[src/rtl/ddc_pkg.sv]
// Shared types, codes and constants for the digital down-converter.
// Also holds the elaboration-time quarter-wave sine point generator.
// No dependencies.
package ddc_pkg;

    // Defaults for the top-level parameters
    localparam int TAPS_DEFAULT           = 127;
    localparam int SAMPLE_BITS_DEFAULT    = 16;
    localparam int COEF_BITS_DEFAULT      = 18;
    localparam int PHASE_BITS_DEFAULT     = 32;
    localparam int SINE_ADDR_BITS_DEFAULT = 10;

    // Fixed field widths
    localparam int TAP_INDEX_BITS   = 7;
    localparam int STEP_BITS        = 32;
    localparam int DECIM_BITS       = 13;
    localparam int DECIM_COUNT_BITS = 12;
    localparam int DECIM_MAX        = 4096;
    localparam int CFG_INDEX_BITS   = 1;
    localparam int CFG_DATA_BITS    = 32;

    // Sine/cosine words are Q1.15
    localparam int TRIG_BITS = 16;
    localparam int TRIG_FRAC = 15;

    // pi/2 in Q2.30
    localparam longint unsigned HALF_PI_Q30 = 64'd1686629713;

    typedef enum logic
    {
        OP_SAMPLE = 1'b0,
        OP_LOAD   = 1'b1
    } op_t;

    typedef enum logic [CFG_INDEX_BITS-1:0]
    {
        REG_PHASE_STEP = 1'b0,
        REG_DECIMATION = 1'b1
    } cfg_reg_t;

    typedef enum logic [2:0]
    {
        ST_IDLE,
        ST_PRODUCT,
        ST_SHIFT,
        ST_ACCUM,
        ST_DRAIN,
        ST_EMIT
    } state_t;

    // Control handed to every tap cell of the ring
    typedef struct packed
    {
        logic shift;
        logic rotate;
    } cell_ctrl_t;

    // Quarter-wave sine point k of a table with 2^addr_bits entries per turn.
    // Taylor series in Q2.30 up to x^15, rounded half up to Q1.15.
    function automatic logic [TRIG_BITS-1:0] sine_point(input int unsigned k,
                                                        input int unsigned addr_bits);
        logic [63:0] x;
        logic [63:0] x2;
        logic [63:0] term;
        longint      sum;
        longint      r;
        int          n;
        x    = (HALF_PI_Q30 * 64'(k) + (64'd1 << (addr_bits - 3))) >> (addr_bits - 2);
        x2   = (x * x) >> 30;
        term = x;
        sum  = longint'(x);
        for (n = 1; n <= 7; n++)
        begin
            term = (term * x2) >> 30;
            term = term / 64'((2 * n) * (2 * n + 1));
            if (n % 2 == 1)
                sum = sum - longint'(term);
            else
                sum = sum + longint'(term);
        end
        if (sum < 0)
            sum = 0;
        r = (sum + 64'sd16384) >>> TRIG_FRAC;
        if (r > 32767)
            r = 32767;
        return TRIG_BITS'(r);
    endfunction

endpackage

[src/rtl/ddc_tap_cell.sv]
// One cell of the filter ring: a complex history word and its coefficient.
// Shifts history from the upstream cell, or rotates both words from the downstream cell.
// Depends on ddc_pkg.
module ddc_tap_cell
    import ddc_pkg::*;
#(
    parameter int SAMPLE_BITS = SAMPLE_BITS_DEFAULT,
    parameter int COEF_BITS   = COEF_BITS_DEFAULT
)
(
    input  logic                          clk,
    input  logic                          rst_n,
    input  cell_ctrl_t                    ctrl,
    input  logic                          coef_load,
    input  logic signed [COEF_BITS-1:0]   load_value,
    input  logic signed [SAMPLE_BITS-1:0] shift_i,
    input  logic signed [SAMPLE_BITS-1:0] shift_q,
    input  logic signed [SAMPLE_BITS-1:0] rot_i,
    input  logic signed [SAMPLE_BITS-1:0] rot_q,
    input  logic signed [COEF_BITS-1:0]   rot_coef,
    output logic signed [SAMPLE_BITS-1:0] hist_i,
    output logic signed [SAMPLE_BITS-1:0] hist_q,
    output logic signed [COEF_BITS-1:0]   coef
);
    logic signed [SAMPLE_BITS-1:0] hist_i_reg;
    logic signed [SAMPLE_BITS-1:0] hist_q_reg;
    logic signed [COEF_BITS-1:0]   coef_reg;

    always_ff @(posedge clk or negedge rst_n)
    begin
        if (!rst_n)
        begin
            hist_i_reg <= '0;
            hist_q_reg <= '0;
        end
        else if (ctrl.shift)
        begin
            hist_i_reg <= shift_i;
            hist_q_reg <= shift_q;
        end
        else if (ctrl.rotate)
        begin
            hist_i_reg <= rot_i;
            hist_q_reg <= rot_q;
        end
    end

    always_ff @(posedge clk)
    begin
        if (coef_load)
            coef_reg <= load_value;
        else if (ctrl.rotate)
            coef_reg <= rot_coef;
    end

    assign hist_i = hist_i_reg;
    assign hist_q = hist_q_reg;
    assign coef   = coef_reg;
endmodule

[config.mk]
export PLATFORM = sky130hd
export DESIGN_NAME = ddc_tap_cell
export DESIGN_NICKNAME = d
export VERILOG_FILES = /design/src/rtl/ddc_pkg.sv /design/src/rtl/ddc_tap_cell.sv
export SDC_FILE = /design/constraint.sdc
export NUM_CORES = 1
export LEC_CHECK = 0
export CORE_MARGIN = 5
export CORE_UTILIZATION = 35
export DETAILED_ROUTE_END_ITERATION = 12
export DONT_BUFFER_PORTS = 1
export GPL_TIMING_DRIVEN = 0
export SETUP_SLACK_MARGIN = 0.02
export SLEW_MARGIN = 25
export SYNTH_ARGS = -nofsm -noshare
export SYNTH_HDL_FRONTEND = slang
export SYNTH_SLANG_ARGS = --single-unit
[constraint.sdc]
create_clock -name clk -period 1.1 [get_ports clk]
set_input_delay 0.165 -clock clk [delete_from_list [all_inputs] [get_ports clk]]
set_output_delay 0.165 -clock clk [all_outputs]
set_load 0.03 [all_outputs]
* Yosys cells after proc, flatten, opt, wreduce, memory -nomap -nowiden *
Cells that the tools add are included.

storage, ports and cells
  logic and storage cells = 11
  flip-flop bits (word level) = 50
  input port bits = 105

operators by class
  reductions and logical operators = 2
  mux-type cells = 6

operators with widths
  cell                count
  2-to-1 mux 16 bit   4
  2-to-1 mux 18 bit   2
  nonzero test 2 bit  2

* Longest topological paths before layout *
  depth in word-level cells = 2
  gate-level depth with buffers = 4
  gate-level depth less buffers = 2

* Worst setup path after synthesis *
No wires, ideal clock.

  kind = input to register
  start = input ctrl[0] (netlist name)
  end = register coef_reg[0], in the netlist coef[0], enable pin
  setup time = 0.375 ns
  cell stages on the path = 3
  setup slack = -0.165 ns
  arrival time = 0.890 ns
  cell sequence = buf_6 -> buf_12 -> or2_1

between the ends
  word-level cells in the longest chain between the ends = 1

ends and longest elaborated chain
  element                              line                text
  start: declaration                   ddc_tap_cell.sv:13  input cell_ctrl_t ctrl,
  nonzero test 2 bit (no source line)  -
  end signal: assignment               ddc_tap_cell.sv:51  coef_reg <= load_value;
  end signal: assignment               ddc_tap_cell.sv:53  coef_reg <= rot_coef;
  end: declaration                     ddc_tap_cell.sv:27  logic signed [COEF_BITS-1:0] coef_reg;

Every way passes these cells.
A chain may end at the register's enable or synchronous reset.

* Worst setup path after layout *
  start = register hist_i_reg[8], in the netlist hist_i[8]
  end = output hist_i[8]

RTL lines
  element                   line                text
  start: declaration        ddc_tap_cell.sv:25  logic signed [SAMPLE_BITS-1:0] hist_i_reg;
  start signal: assignment  ddc_tap_cell.sv:38  hist_i_reg <= shift_i;
  start signal: assignment  ddc_tap_cell.sv:43  hist_i_reg <= rot_i;
  end: declaration          ddc_tap_cell.sv:21  output logic signed [SAMPLE_BITS-1:0] hist_i,

No word-level cell between the ends.

==> metrics.yaml <==
first_pass_iters: 4
synthAdderAreaFrac_pct: 0
synthMuxAreaShare_pct: 23.9
finalHoldViolations: 0
ios: 155
async_flop_share_pct: 64.0
synth_flop_cell: "dfrtp_1"
r2r_cells: 2
area_growth_pct: 22.3
cp.arrival_ps: 860
num_vias: 1487
vias_per_cell: 5.04
critical_path_class: "register to primary output"
grt_overflow: 0
seq_area_frac_synth_pct: 57.6
max_freq_ghz: 0.980
wl_per_cell_um: 19.2
cts_resized: 0
synth_cells: 178
synth-compound-area-share_pct: 7.20
cts-root-buf: "clkbuf_8"
grt_pass1_vias: 1704
cts.clk_slew.worst_paths_ps: 90
crit_path_end_kind: "primary output"
setup_tns_ps: 0
antenna_found_initial: 0
cts_tree: "built"
rows: 29
nNetsFinal: 322
largest_reg_flops: 18
yosys_register_bits: 50
hp-class: "input pin to register"
h-tree-depth: 2
cellPowerDensity_nw_per_um2: 1480
setup_violations: 0
critical_path.startpoint: "hist_i[8]$_DFFE_PN0P_"
numPortBuffers: 0
ir_drop_uv: 570
hold_end: "hist_i[2]$_DFFE_PN0P_"
synth_xor_area_share_pct: 0
min_path_cells: 2
yosysUniqueCellTypes: 13
dieArea_um2: 8390
layout_common_cells: "mux2i_1, nand2_1, dfrtp_1"
cts_made_buffers: 5
clkSinkCount: 50
grt_pass1_wl_mm: 9.00
power_uw: 4210
synth_top_family_by_area: "multiplexers"
ys_warn_count: 0
drv_cap: 0
period_minus_slack_ps: 1020
cts_setup_buffers: 0
critPathMaxFanout: 2
reg2reg_to: "hist_i[6]$_DFFE_PN0P_"
p_leak_uw: 0.00125
tightest_slew_ps: 353
synth_nets: 283
clock_skew_ps: 0
min_from: "shift_i[2]"
routed_wl_mm: 5.66
synth.cell_area_um2: 2330
fin_cells: 295
synth-edff-count: 18
drcViolationCount: 0
place_congestion: 0.692
core_area_um2: 6420
start_util_pct: 36.3
hpwl_mm: 4.14
drtIter0Drc: 21
dieHeight_um: 91.6
grt_max_degree: 33
drive_gt1_share_pct: 18.8
status: "finished, final reports clean"
ctsLongestPathBuffers: 2
start_kind: "register"
max_slew_margin_pct: 76.4
rsz0062_at_grt: "false"
reg2reg_from: "hist_i[6]$_DFFE_PN0P_"
fin_crit_sh_pct: 92.8
grt_usage_pct: 13.6
final-max-slew-violation-count: 0
ant_nets: 0
synth-simple-area-share_pct: 5.42
die_x_um: 91.6
syn_area_per_cell_um2: 13.1
worstPathRequired_ps: 940
rrSetupSlack_ps: 200
insertion_delay_ps: 290
dp.cells: 255
insertedDiodeCount: 0
synthesized netlist by cell type, types with 2 or more instances:
library cell	n	area, µm²
buf_12	4	80.1
buf_2	7	35.0
buf_6	2	22.5
dfrtp_1	32	801
edfxtp_1	18	541
mux2_2	9	101
mux2_4	9	135
mux2i_1	32	320
nand2_1	32	120
o21ai_0	3	15.0
o21ai_1	27	135
o21ai_2	2	17.5
power by group:
group | internal [µW] | total, µW | switching [µW]
Clock | 514 | 1070 | 560
Sequential | 2130 | 2620 | 489
Combinational | 294 | 520 | 225
Total | 2940 | 4210 | 1270
cells by family (layout without fill, tap and decap cells):
| group | after synthesis | in the layout |
|---|---|---|
| multiplexers | 50 | 50 |
| AND/OR/NAND/NOR | 33 | 33 |
| AO/OA/AOI/OAI | 32 | 32 |
| flip-flops | 50 | 50 |
| buffers and inverters | 13 | 53 |
metrics by stage:
stage	cell area [µm²]	util (%)	hold WS (ps)	setup WS [ps]
final	2850	44.4	6.95	79.5
after global routing	2850	44.4	13.9	33.4
after CTS	2850	44.4	1.41	52.9
after detailed placement	2430	37.8	-130	24.5
after global placement	2430	37.8	-130	28.1
after floorplan	2330	-	-131	75.1
area by class of cell:
type | count | area [µm²]
flip-flops and latches | 50 | 1340
well taps | 77 | 96.3
multi-input cells | 115 | 853
fillers | 599 | 3570
clock buffers | 8 | 90.1
plain buffers | 13 | 138
repair buffers | 32 | 330
worst max path at each step:
stage / end / cells past startpoint
finish: hist_i[8] / 0
global route: hist_i[8] / 0
CTS: hist_i[8] / 0
detailed placement: coef[4]$_DFFE_PP_ / 3
global placement: coef[1]$_DFFE_PP_ / 3
floorplan: coef[0]$_DFFE_PP_ / 3
timing repair:
action | in CTS | in global routing
endpoints found under the hold margin | 62 | 0
hold buffers | 32 | 0
setup endpoints to repair | 0 | 0
layer usage:
layer | GRT usage [%] | share of wire [%]
met3 | 8.60 | 15
met2 | 21.1 | 45
met1 | 15.4 | 39
met4 | 4.02 | 1.1
met5 | 0 | 0
(Power assumes the default switching activity.)
